===== config.mk =====
export PLATFORM = sky130hd
export DESIGN_NAME = bpc_front
export DESIGN_NICKNAME = d
export VERILOG_FILES = /design/src/hw/rtl/bpc_pkg.sv /design/src/hw/rtl/bpc_front.sv
export SDC_FILE = /design/constraint.sdc
export NUM_CORES = 1
export LEC_CHECK = 0
export BUFFER_PORTS_ARGS = -buffer_cell sky130_fd_sc_hd__buf_2
export CORE_MARGIN = 10
export CORE_UTILIZATION = 44
export DETAILED_ROUTE_END_ITERATION = 6
export PLACE_DENSITY = 0.82
export SKIP_LAST_GASP = 1
export SYNTH_ARGS = -nofsm -noshare
export SYNTH_HDL_FRONTEND = slang
export SYNTH_SLANG_ARGS = --single-unit

===== constraint.sdc =====
create_clock -name vclk -period 2.5
set_clock_uncertainty 0.05 [all_clocks]
set_input_delay 0.375 -clock vclk [all_inputs]
set_output_delay 0.375 -clock vclk [all_outputs]
set_load 0.03 [all_outputs]

===== src/hw/rtl/bpc_pkg.sv =====
// Shared types and constants for the barometric compensation block.
// No dependencies; every other file takes names from here by scope.
package bpc_pkg;

	// fixed-point formats
	localparam int SCALED_FRAC_BITS = 24;
	localparam int OUT_FRAC_BITS    = 8;
	localparam int RND_SH           = SCALED_FRAC_BITS - OUT_FRAC_BITS;

	// raw sample magnitude after the pre-shift that removes the power of two
	// from the scale factor (1x..8x: 2^19 * m, 16x..128x: 2^13 * m)
	localparam int RAW_W     = 24;
	localparam int PRE_SH_LO = SCALED_FRAC_BITS - 19;
	localparam int PRE_SH_HI = SCALED_FRAC_BITS - 13;
	localparam int MAG_W     = RAW_W + PRE_SH_HI;

	// reciprocals of m = 2^(code+1) - 1
	localparam int RCP_SH = 36;
	localparam int RCP_W  = 35;
	localparam logic [RCP_W-1:0] RCP_TBL [8] = '{
		RCP_W'(0),
		RCP_W'((64'd1 << RCP_SH) / 64'd3),
		RCP_W'((64'd1 << RCP_SH) / 64'd7),
		RCP_W'((64'd1 << RCP_SH) / 64'd15),
		RCP_W'((64'd1 << RCP_SH) / 64'd31),
		RCP_W'((64'd1 << RCP_SH) / 64'd63),
		RCP_W'((64'd1 << RCP_SH) / 64'd127),
		RCP_W'((64'd1 << RCP_SH) / 64'd255)
	};

	// oversampling codes
	localparam logic [2:0] OS_X1  = 3'd0;
	localparam logic [2:0] OS_X16 = 3'd4;
	localparam logic [5:0] OS_RESET = 6'd35;

	// height path: D / 1000 done as (D >> 3) / 125
	localparam int          SEA_LEVEL_PA = 101000;
	localparam int          HDIV_SH      = 3;
	localparam logic [7:0]  HDIV_ODD     = 8'd125;
	localparam int          HRCP_SH      = 44;
	localparam logic [37:0] HRCP         = 38'((64'd1 << HRCP_SH) / 64'd125);
	localparam int          DIF_LIM_SH   = 44;
	localparam logic [23:0] K082 =
		24'(((64'd82 << SCALED_FRAC_BITS) + 64'd50) / 64'd100);
	localparam int          K_SPLIT      = 28;

	localparam int QUEUE_DEPTH = 4;
	localparam int QPTR_W      = 2;

	localparam int LANE_T = 0;
	localparam int LANE_P = 1;

	typedef enum logic [2:0] {
		REG_TEMP_COEF  = 3'd0,
		REG_P_OFFSET   = 3'd1,
		REG_P_LINEAR   = 3'd2,
		REG_TEMP_CROSS = 3'd3,
		REG_HIGHER     = 3'd4,
		REG_OVERSAMPLE = 3'd5
	} cfg_reg_t;

	typedef struct packed {
		logic                 neg;
		logic [2:0]           code;
		logic [MAG_W-1:0]     mag;
	} lane_t;

	typedef lane_t [1:0] item_t;

	typedef struct packed {
		logic signed [11:0] c0;
		logic signed [11:0] c1;
		logic signed [19:0] c00;
		logic signed [19:0] c10;
		logic signed [15:0] c01;
		logic signed [15:0] c11;
		logic signed [15:0] c20;
		logic signed [15:0] c21;
		logic signed [15:0] c30;
	} coef_t;

endpackage


===== src/hw/rtl/bpc_front.sv =====
// Front end: classifies a raw sample pair into sign, code and pre-shifted
// magnitude per channel. Depends on bpc_pkg.
module bpc_front (
	input  logic signed [bpc_pkg::RAW_W-1:0] raw_pressure,
	input  logic signed [bpc_pkg::RAW_W-1:0] raw_temperature,
	input  logic [5:0]                       os_codes,
	output bpc_pkg::item_t                   item
);

	logic signed [bpc_pkg::RAW_W-1:0] raw  [2];
	logic [2:0]                       code [2];
	logic [bpc_pkg::RAW_W-1:0]        mag  [2];

	always_comb begin
		raw[bpc_pkg::LANE_T]  = raw_temperature;
		raw[bpc_pkg::LANE_P]  = raw_pressure;
		code[bpc_pkg::LANE_T] = os_codes[2:0];
		code[bpc_pkg::LANE_P] = os_codes[5:3];
		for (int i = 0; i < 2; i++) begin
			// the most negative sample maps onto 2^23 as an unsigned magnitude
			mag[i] = raw[i][bpc_pkg::RAW_W-1] ? bpc_pkg::RAW_W'(-raw[i])
			                                  : bpc_pkg::RAW_W'(raw[i]);
			item[i].neg  = raw[i][bpc_pkg::RAW_W-1];
			item[i].code = code[i];
			if (code[i] >= bpc_pkg::OS_X16) begin
				item[i].mag = bpc_pkg::MAG_W'(mag[i]) << bpc_pkg::PRE_SH_HI;
			end else begin
				item[i].mag = bpc_pkg::MAG_W'(mag[i]) << bpc_pkg::PRE_SH_LO;
			end
		end
	end

endmodule


==> flow_metrics.tcl <==
set metrics [dict create \
    leakage_nw 1.444 \
    synth_top_area_cell "xor2_1" \
    final_cell_mix "104 x buf_2, 53 x buf_4, 38 x nor2_1" \
    vias_per_cell 5.635 \
    rsz0062_at_grt "true" \
    antenna_found_initial 0 \
    yosysSeqAreaShare_pct 0 \
    stdcell_count 466 \
    fill_cells 346 \
    violations "setup timing" \
    numPortBuffers 114 \
    ir_drop_mv 0.1746 \
    finalPower_mw 0.7682 \
    hp-class "input port to output pin" \
    fin_crit_sh_pct 103.0 \
    grt_pass1_vias 2598 \
    hold_viol_final 0 \
    worstPathMaxFanout 3 \
    path_buf_inv 2 \
    register_area_um2 0 \
    diodes 0 \
    coreArea_um2 4086 \
    track_usage_pct 18.33 \
    die-area_um2 7303 \
    crit_path_end_kind "output pin" \
    critPathLaunchType "input port" \
    gp_congestion 0.9082 \
    dpl_cell_area_um2 2721 \
    multiInputGateArea_um2 1846 \
    clock_buffers 0 \
    max_cap_violations 0 \
    dp_hpwl_um 6383 \
    grt_overflow_total 0 \
    ios 132 \
    status "finished with violations" \
    drive_above_1_share_pct 47.36 \
    yosysUniqueCellTypes 47 \
    crit_slowest_cell "or4_4" \
    postRouteAntennaNets 0 \
    wire_per_inst_um 16.78 \
    first_pass_iters 4 \
    drc 0 \
    drtIter0Drc 66 \
    max_clock_freq_mhz 388.3 \
    die_h_um 85.46 \
    fin_area_um2 2909 \
    synthTopCellsByArea "xor2_1 15%, mux2i_1 12%, nor2_1 7.8%, buf_4 7.2%, nand2_1 4.8%" \
    arrival_ps 2150 \
    syn_to_final_growth_pct 54.28 \
    path_delay_family "simple AND/OR/NAND/NOR gates" \
    crit_chain "buf_6 -> or4_4 -> or4_4 -> o31ai_4 -> xor2_2 -> mux2i_2 -> buf_6" \
    dp.cells 465 \
    period_minus_slack_ps 2576 \
    syn_inst 279 \
    initial_core_util_pct 46.14 \
    netlist_area_um2 1886 \
    p_per_area_nw_per_um2 264.1 \
    yosysWarnings 0 \
    pre_cts_slack_ps -134.6 \
    slowest_delay_ps 530 \
    die-width_um 85.46 \
    synth_top_area_share_pct 14.86 \
    fin_nets 474 \
    crit_type "input port to output pin" \
    grt_max_degree 19 \
    num_vias 2626 \
    n_sequential_cell 0 \
    worstPathRequired_ps 2080 \
    setup_viol_count_final 5 \
    row_count 23 \
    grt_first_pass_wirelength_um 11840 \
    worst_slack_ps -75.63 \
    avgSynthCellArea_um2 6.758 \
    final_common_cell "buf_2" \
    wl_um 7818 \
    maxSlewViolCount 0 \
    utilization_pct 71.19 \
]
==> path summary, 6_finish.rpt <==
check / from / cells past startpoint / to
worst max-delay path: raw_pressure[16] / 7 / item[66]
worst min-delay path: os_codes[0] / 0 / item[35]
==> Yosys cell counts (all sizes together) (3+ instances only) <==
cell type  number
xnor2          10
a211oi          3
nor2           39
nand3           5
nand2          24
clkbuf         15
or3             3
o41ai           8
xor2           32
inv            10
a31oi           3
nor4            8
o31ai           8
o21ai          14
and3            3
a21oi           9
or4             4
nor3            8
buf            18
mux2i          23
a41oi           5
nand4           5
==> through the flow <==
step,TNS (ps),hold WS [ps]
after floorplan,-41.06,831.7
after global placement,-245.5,700.2
after detailed placement,-455.0,700.2
after CTS,-196.0,700.2
after global routing,-852.2,700.2
final,-221.7,700.1
==> metal layers <==
layer	global-route usage, %	part of all wire (%)	vias to the layer above
li1	-	-	1269
met1	19.43	37	1218
met2	34.20	51	126
met3	5.641	9.9	13
met4	4.192	1.8	0
met5	0	0	-
==> repair_timing <==
item | in CTS | in global routing
pin swaps | 2 | 8
setup endpoints to repair | 9 | 27
hold buffers | 0 | 0
resized for setup | 8 | 35
setup buffers | 0 | 1
==> layout make-up <==
class / instances / share of cell area, %
Tap cell: 50 / 2.151
Multi-Input combinational cell: 245 / 63.44
Timing Repair Buffer: 161 / 33.12
Inverter: 10 / 1.290
==> cell families (layout without fill, tap and decap cells) <==
logic type                 Yosys count  in the layout  synth area share, %
other                                1             10               0.1989
and+or+nand+nor                    108            108                31.05
buffers and inverters               43            171                12.14
muxes                               24             24                12.81
xor gates and xnor gates            42             42                19.51
AOI/OAI and AO/OA                   59             59                22.96
adders and majority gates            2              2                1.327
==> report_power, final <==
part           switching [mW]  internal [mW]  total (mW)
registers                   0              0           0
clock network               0              0           0
logic                   0.510          0.258       0.768
No activity file was read; power rests on OpenSTA's default activity.
