<file path="src/hw/rtl/bpc_pkg.sv">
// Shared types and constants for the barometric compensation block.
// No dependencies; every other file takes names from here by scope.
package bpc_pkg;

	// fixed-point formats
	localparam int SCALED_FRAC_BITS = 24;
	localparam int OUT_FRAC_BITS    = 8;
	localparam int RND_SH           = SCALED_FRAC_BITS - OUT_FRAC_BITS;

	// raw sample magnitude after the pre-shift that removes the power of two
	// from the scale factor (1x..8x: 2^19 * m, 16x..128x: 2^13 * m)
	localparam int RAW_W     = 24;
	localparam int PRE_SH_LO = SCALED_FRAC_BITS - 19;
	localparam int PRE_SH_HI = SCALED_FRAC_BITS - 13;
	localparam int MAG_W     = RAW_W + PRE_SH_HI;

	// reciprocals of m = 2^(code+1) - 1
	localparam int RCP_SH = 36;
	localparam int RCP_W  = 35;
	localparam logic [RCP_W-1:0] RCP_TBL [8] = '{
		RCP_W'(0),
		RCP_W'((64'd1 << RCP_SH) / 64'd3),
		RCP_W'((64'd1 << RCP_SH) / 64'd7),
		RCP_W'((64'd1 << RCP_SH) / 64'd15),
		RCP_W'((64'd1 << RCP_SH) / 64'd31),
		RCP_W'((64'd1 << RCP_SH) / 64'd63),
		RCP_W'((64'd1 << RCP_SH) / 64'd127),
		RCP_W'((64'd1 << RCP_SH) / 64'd255)
	};

	// oversampling codes
	localparam logic [2:0] OS_X1  = 3'd0;
	localparam logic [2:0] OS_X16 = 3'd4;
	localparam logic [5:0] OS_RESET = 6'd35;

	// height path: D / 1000 done as (D >> 3) / 125
	localparam int          SEA_LEVEL_PA = 101000;
	localparam int          HDIV_SH      = 3;
	localparam logic [7:0]  HDIV_ODD     = 8'd125;
	localparam int          HRCP_SH      = 44;
	localparam logic [37:0] HRCP         = 38'((64'd1 << HRCP_SH) / 64'd125);
	localparam int          DIF_LIM_SH   = 44;
	localparam logic [23:0] K082 =
		24'(((64'd82 << SCALED_FRAC_BITS) + 64'd50) / 64'd100);
	localparam int          K_SPLIT      = 28;

	localparam int QUEUE_DEPTH = 4;
	localparam int QPTR_W      = 2;

	localparam int LANE_T = 0;
	localparam int LANE_P = 1;

	typedef enum logic [2:0] {
		REG_TEMP_COEF  = 3'd0,
		REG_P_OFFSET   = 3'd1,
		REG_P_LINEAR   = 3'd2,
		REG_TEMP_CROSS = 3'd3,
		REG_HIGHER     = 3'd4,
		REG_OVERSAMPLE = 3'd5
	} cfg_reg_t;

	typedef struct packed {
		logic                 neg;
		logic [2:0]           code;
		logic [MAG_W-1:0]     mag;
	} lane_t;

	typedef lane_t [1:0] item_t;

	typedef struct packed {
		logic signed [11:0] c0;
		logic signed [11:0] c1;
		logic signed [19:0] c00;
		logic signed [19:0] c10;
		logic signed [15:0] c01;
		logic signed [15:0] c11;
		logic signed [15:0] c20;
		logic signed [15:0] c21;
		logic signed [15:0] c30;
	} coef_t;

endpackage

</file>
<file path="src/hw/rtl/bpc_queue.sv">
// Short request queue between the front end and the arithmetic pipeline.
// Depends on bpc_pkg.
module bpc_queue (
	input  logic           clk,
	input  logic           arst_n,
	input  logic           push,
	input  bpc_pkg::item_t push_item,
	input  logic           pop,
	output bpc_pkg::item_t head,
	output logic           full,
	output logic           empty
);

	bpc_pkg::item_t                  mem_q [bpc_pkg::QUEUE_DEPTH];
	logic [bpc_pkg::QPTR_W-1:0]      wp_q;
	logic [bpc_pkg::QPTR_W-1:0]      rp_q;
	logic [bpc_pkg::QPTR_W:0]        cnt_q;

	assign full  = cnt_q == (bpc_pkg::QPTR_W + 1)'(bpc_pkg::QUEUE_DEPTH);
	assign empty = cnt_q == '0;
	assign head  = mem_q[rp_q];

	always_ff @(posedge clk) begin
		if (push) begin
			mem_q[wp_q] <= push_item;
		end
	end

	always_ff @(posedge clk or negedge arst_n) begin
		if (!arst_n) begin
			wp_q  <= '0;
			rp_q  <= '0;
			cnt_q <= '0;
		end else begin
			if (push) begin
				wp_q <= wp_q + bpc_pkg::QPTR_W'(1);
			end
			if (pop) begin
				rp_q <= rp_q + bpc_pkg::QPTR_W'(1);
			end
			if (push && !pop) begin
				cnt_q <= cnt_q + (bpc_pkg::QPTR_W + 1)'(1);
			end else if (pop && !push) begin
				cnt_q <= cnt_q - (bpc_pkg::QPTR_W + 1)'(1);
			end
		end
	end

endmodule

</file>
<file path="config.mk">
export PLATFORM = sky130hd
export DESIGN_NAME = bpc_queue
export DESIGN_NICKNAME = d
export VERILOG_FILES = /design/src/hw/rtl/bpc_pkg.sv /design/src/hw/rtl/bpc_queue.sv
export SDC_FILE = /design/constraint.sdc
export NUM_CORES = 1
export LEC_CHECK = 0
export BUFFER_PORTS_ARGS = -buffer_cell sky130_fd_sc_hd__buf_4
export CAP_MARGIN = 20
export CELL_PAD_IN_SITES_DETAIL_PLACEMENT = 2
export CELL_PAD_IN_SITES_GLOBAL_PLACEMENT = 2
export CORE_UTILIZATION = 51
export CTS_BUF_LIST = sky130_fd_sc_hd__clkbuf_2 sky130_fd_sc_hd__clkbuf_4 sky130_fd_sc_hd__clkbuf_8
export CTS_CLUSTER_SIZE = 10
export DETAILED_ROUTE_END_ITERATION = 12
export PLACE_DENSITY_LB_ADDON = 0.1
export SETUP_SLACK_MARGIN = 0.15
export SYNTH_ARGS = -nofsm -noshare
export SYNTH_HDL_FRONTEND = slang
export SYNTH_SLANG_ARGS = --single-unit
</file>
<file path="constraint.sdc">
create_clock -name clk -period 5.2 [get_ports clk]
set_clock_uncertainty 0.1 [all_clocks]
set_input_delay 1.04 -clock clk [delete_from_list [all_inputs] [get_ports clk]]
set_output_delay 1.04 -clock clk [all_outputs]
set_load 0.005 [all_outputs]
</file>
==> results of run 1 <==
-- cell usage after synthesis --
cell and count:
edfxtp_1 312, buf_6 1, and2_1 4, buf_12 8, buf_2 8, xor2_1 4, xnor2_1 2, nand2_1 2
o21ai_0 1, buf_4 1, nor2_1 1, dfrtp_1 7, nor3_1 1, ha_1 5, inv_1 4, nor3b_1 1
mux2_2 1, mux4_2 78, fa_1 1
-- cell families after synthesis --
| family | after synthesis |
|---|---|
| flops | 319 |
| mux | 79 |
| buf+inv | 22 |
| simple gates | 9 |
| xor+xnor | 6 |
| fa+ha+maj | 6 |
| compound gates | 1 |
-- per-stage QoR --
stage	setup slack, ns	instance area, um2
global placement	1.906	13160
floorplan	1.797	11740
==> run_results.csv, run 1 <==
group,metric,value,unit
outcome,outcome,"did not finish",
outcome,stop_stage,"detailed placement (3_5_place_dp)",
outcome,tool.error,"[ERROR DPL-0033] detailed placement checks failed during check placement.",
logic_synthesis,synth.distinct_cells,19,
logic_synthesis,yosys_warnings,0,
logic_synthesis,syn-num-nets,530,
placed_design,gp_congestion,0.6883,
floorplan,fp.dieW,153.7,um
logic_synthesis,synthXorXnorAreaFrac,0.004478,
logic_synthesis,synth-adder-area-share,0.007037,
logic_synthesis,syn_area_per_cell,26.55,um2
logic_synthesis,yosysTopAreaCell,"edfxtp_1",
logic_synthesis,synth_top_family_by_area,"multiplexers",
logic_synthesis,synthSimpleGateAreaFrac,0.004158,
floorplan,start_util,0.5199,
logic_synthesis,synth_top_area_frac,0.7984,
floorplan,fp.dieH,153.7,um
placed_design,dpl.hpwl,17.17,mm
logic_synthesis,synth_area_leaders,"edfxtp_1 (80%), mux4_2 (15%), dfrtp_1 (1.5%), buf_12 (1.4%), ha_1 (0.53%)",
floorplan,io_pins,162,
logic_synthesis,synth_compound_area_frac,0.0004265,
logic_synthesis,synth_seq_area_share,0.8133,
placed_design,portBuffers,161,
logic_synthesis,syn-cell-area,0.01174,mm2
floorplan,num_rows,55,
logic_synthesis,muxShareOfSynthArea,0.1507,
logic_synthesis,ys_ff_latch,319,
logic_synthesis,synthCells,442,
==> run 2: changes to the inputs <==
==> config.mk (replaced) <==
export PLATFORM = sky130hd
export DESIGN_NAME = bpc_queue
export DESIGN_NICKNAME = d
export VERILOG_FILES = /design/src/hw/rtl/bpc_pkg.sv /design/src/hw/rtl/bpc_queue.sv
export SDC_FILE = /design/constraint.sdc
export NUM_CORES = 1
export LEC_CHECK = 0
export BUFFER_PORTS_ARGS = -buffer_cell sky130_fd_sc_hd__buf_4
export CAP_MARGIN = 20
export CORE_UTILIZATION = 37
export DETAILED_ROUTE_END_ITERATION = 12
export PLACE_DENSITY_LB_ADDON = 0.15
export SYNTH_ARGS = -nofsm -noshare
export SYNTH_HDL_FRONTEND = slang
export SYNTH_SLANG_ARGS = --single-unit
==> run 2 against run 1 <==
Compared with the run above:
- the run now ends clean
- area after synthesis did not move
- synthesized cell count did not move
==> run_results.csv, run 2 <==
group,metric,value,unit
global_route,grt_usage,0.1387,
worst_setup_path,path_cells,"buf_4 > mux4_2 > buf_4",
cells_and_area,reg_top3,"mem_q (312), cnt_q (3)",
sta,setup_violations,0,
detailed_routing,drt_wl_total,21.90,mm
global_route,grt_max_degree,62,
worst_setup_path,crit_top_cell,"buf_4",
outcome,outcome,"complete, no violations",
sta,finalHoldViolCount,0,
clocking,cts_buffers,35,
min_path,min_path_type,"in2async",
detailed_routing,drt_iter0_markers,385,
sta,maxSlewViolCount,0,
cells_and_area,syn2layout_area_growth,22.54,%
clocking,cts_setup_buffers,0,
floorplan,design.core.area,0.03091,mm2
clocking,cts_buffer_depth,3,
logic_synthesis,synthCells,442,
sta,slew-limit-headroom,0.3248,
logic_synthesis,synthFlopType,"edfxtp_1",
logic_synthesis,ys_top_cells_by_count,"edfxtp_1 (312), mux4_2 (78), buf_12 (8), buf_2 (8), dfrtp_1 (7)",
cells_and_area,nets,717,
worst_setup_path,crit_path_max_fanout,61,
logic_synthesis,yosysMostFrequentCell,"edfxtp_1",
sta,fin_tns_setup,0,ns
worst_setup_path,startpoint_type,"flip-flop",
worst_setup_path,critPathRequiredTime,4.06,ns
worst_setup_path,critical_path_class,"reg2out",
clocking,root_buffer,"clkbuf_16",
worst_setup_path,crit_path_top_delay_cell,"dfrtp_4",
clocking,cts_tree,"built",
detailed_routing,via_count,5174,
worst_setup_path,path_delay_family,"flip-flops",
cells_and_area,layout_common_cells,"edfxtp_1 (312), buf_4 (167), mux4_2 (78)",
floorplan,num_rows,64,
detailed_routing,ant_nets,0,
worst_setup_path,end_kind,"primary output",
cells_and_area,final_common_cell,"edfxtp_1",
clocking,clkLatencyLatePin,0.49,ns
global_route,antenna_found_initial,0,
floorplan,fp.dieW,180.1,um
detailed_routing,via_per_inst,4.932,
logic_synthesis,synth.distinct_cells,19,
sta,holdWs,0.2534,ns
logic_synthesis,synthArstFlopShare,0.02194,
clocking,htreeDepth,2,
sta,worst_pin_slew,1.013,ns
sta,rsz0062_at_grt,"no",
worst_setup_path,path_buf_inv,2,
placed_design,portBuffers,161,
clocking,clock-sinks,319,
clocking,cts.clk_slew.worst_paths,0.06,ns
logic_synthesis,yosysTopAreaCell,"edfxtp_1",
logic_synthesis,syn_area_per_cell,26.55,um2
floorplan,start_util,0.3797,
detailed_routing,wl_per_cell,20.87,um
floorplan,io_pins,162,
cells_and_area,largest_reg_flops,312,
cells_and_area,drive_gt1_frac,0.4640,
floorplan,die_area,0.03243,mm2
logic_synthesis,synth_area_leaders,"edfxtp_1 (80%), mux4_2 (15%), dfrtp_1 (1.5%), buf_12 (1.4%), ha_1 (0.53%)",
worst_setup_path,cp.arrival,2.54,ns
logic_synthesis,syn-cell-area,0.01174,mm2
placed_design,gp_congestion,0.6764,
cells_and_area,diodes,0,
logic_synthesis,ys_ff_latch,319,
global_route,grt_pass1_vias,5815,
worst_setup_path,max_stage_delay,1.09,ns
power_and_ir_drop,ir_drop,0.0003073,V
detailed_routing,firstDrtPassIters,4,
logic_synthesis,yosys_warnings,0,
flow_run,cap_violations,0,
logic_synthesis,syn-num-nets,530,
logic_synthesis,synth_top_area_frac,0.7984,
sta,finalCritPeriodShare,0.7077,
power_and_ir_drop,power.leakage,4.909,nW
detailed_routing,route.detailed.drc,0,
sta,max_freq,271.7,MHz
logic_synthesis,synth_edf_count,312,
clocking,cts_resized,0,
power_and_ir_drop,powerDensity,560.8,mW/mm2
worst_setup_path,regToRegSetupSlack,2.80,ns
cells_and_area,top_register,"mem_q",
global_route,grt_pass1_wl,34.08,mm
clocking,ctsHoldBuffers,0,
logic_synthesis,synth_seq_area_share,0.8133,
floorplan,fp.dieH,180.1,um
sta,timing.final.crit_period,3.680,ns
cells_and_area,final_util,0.4652,
global_route,grt-ovfl-total,0,
==> run 2: final timing paths <==
path	startpoint	endpoint	cells after the start
worst max-delay path	rp_q[1]	head[31]	3
min in group clk	cnt_q[2]	cnt_q[2]	1
worst min register to register	cnt_q[2]	cnt_q[2]	1
max in group asynchronous	arst_n	rp_q[1]	1
worst min-delay path	arst_n	wp_q[1]	1
worst max register to register	wp_q[0]	mem_q[0][64]	4
==> run 2: final cells by class <==
cell class,instances,area [um2]
clock buffer,44,972.2
timing repair buffer,168,1274
tap,396,495.5
fill,2580,16530
sequential,319,9552
multi-input combinational,101,1967
inverter,4,15.01
clock inverter,17,105.1
==> run 2: through the flow <==
step / total power [W] / area (um2) / instances / setup WS [ns]
CTS: 0.008226 / 14380 / 1049 / 1.443
finish: 0.008065 / 14380 / 1049 / 1.520
global route: 0.008478 / 14380 / 1049 / 1.401
detailed placement: 0.005913 / 13300 / 988 / 1.979
global placement: 0.005866 / 13300 / 988 / 2.027
floorplan: 0.004934 / 11740 / 442 / 1.797
==> run 2: kinds of logic (layout without fill, tap and decap cells) <==
| logic type | after synthesis | after routing | synth area share |
|---|---|---|---|
| AOI/OAI and AO/OA | 1 | 1 | 0.0004261 |
| xor gates and xnor gates | 6 | 6 | 0.004478 |
| buffers and inverters | 22 | 233 | 0.01994 |
| adders and majority gates | 6 | 6 | 0.007037 |
| and+or+nand+nor | 9 | 9 | 0.004158 |
| DFF | 319 | 319 | 0.8133 |
| muxes | 79 | 79 | 0.1507 |
==> run 2: routing by layer <==
metal | track usage | vias up | share of wire
met1 | 0.1826 | 2691 | 0.43
li1 | - | 2268 | -
met5 | 0 | - | 0
met4 | 0.03897 | 0 | 0.020
met3 | 0.03820 | 37 | 0.068
met2 | 0.2271 | 178 | 0.49
==> run 2: power breakdown <==
group | leakage, nW | total, W | switching (W) | internal (W)
Sequential | 2.95 | 0.00363 | 0.000264 | 0.00337
Combinational | 1.43 | 0.00214 | 0.000926 | 0.00121
Clock | 0.535 | 0.00229 | 0.000925 | 0.00137
Note: power is estimated with default switching activity, not from simulation.
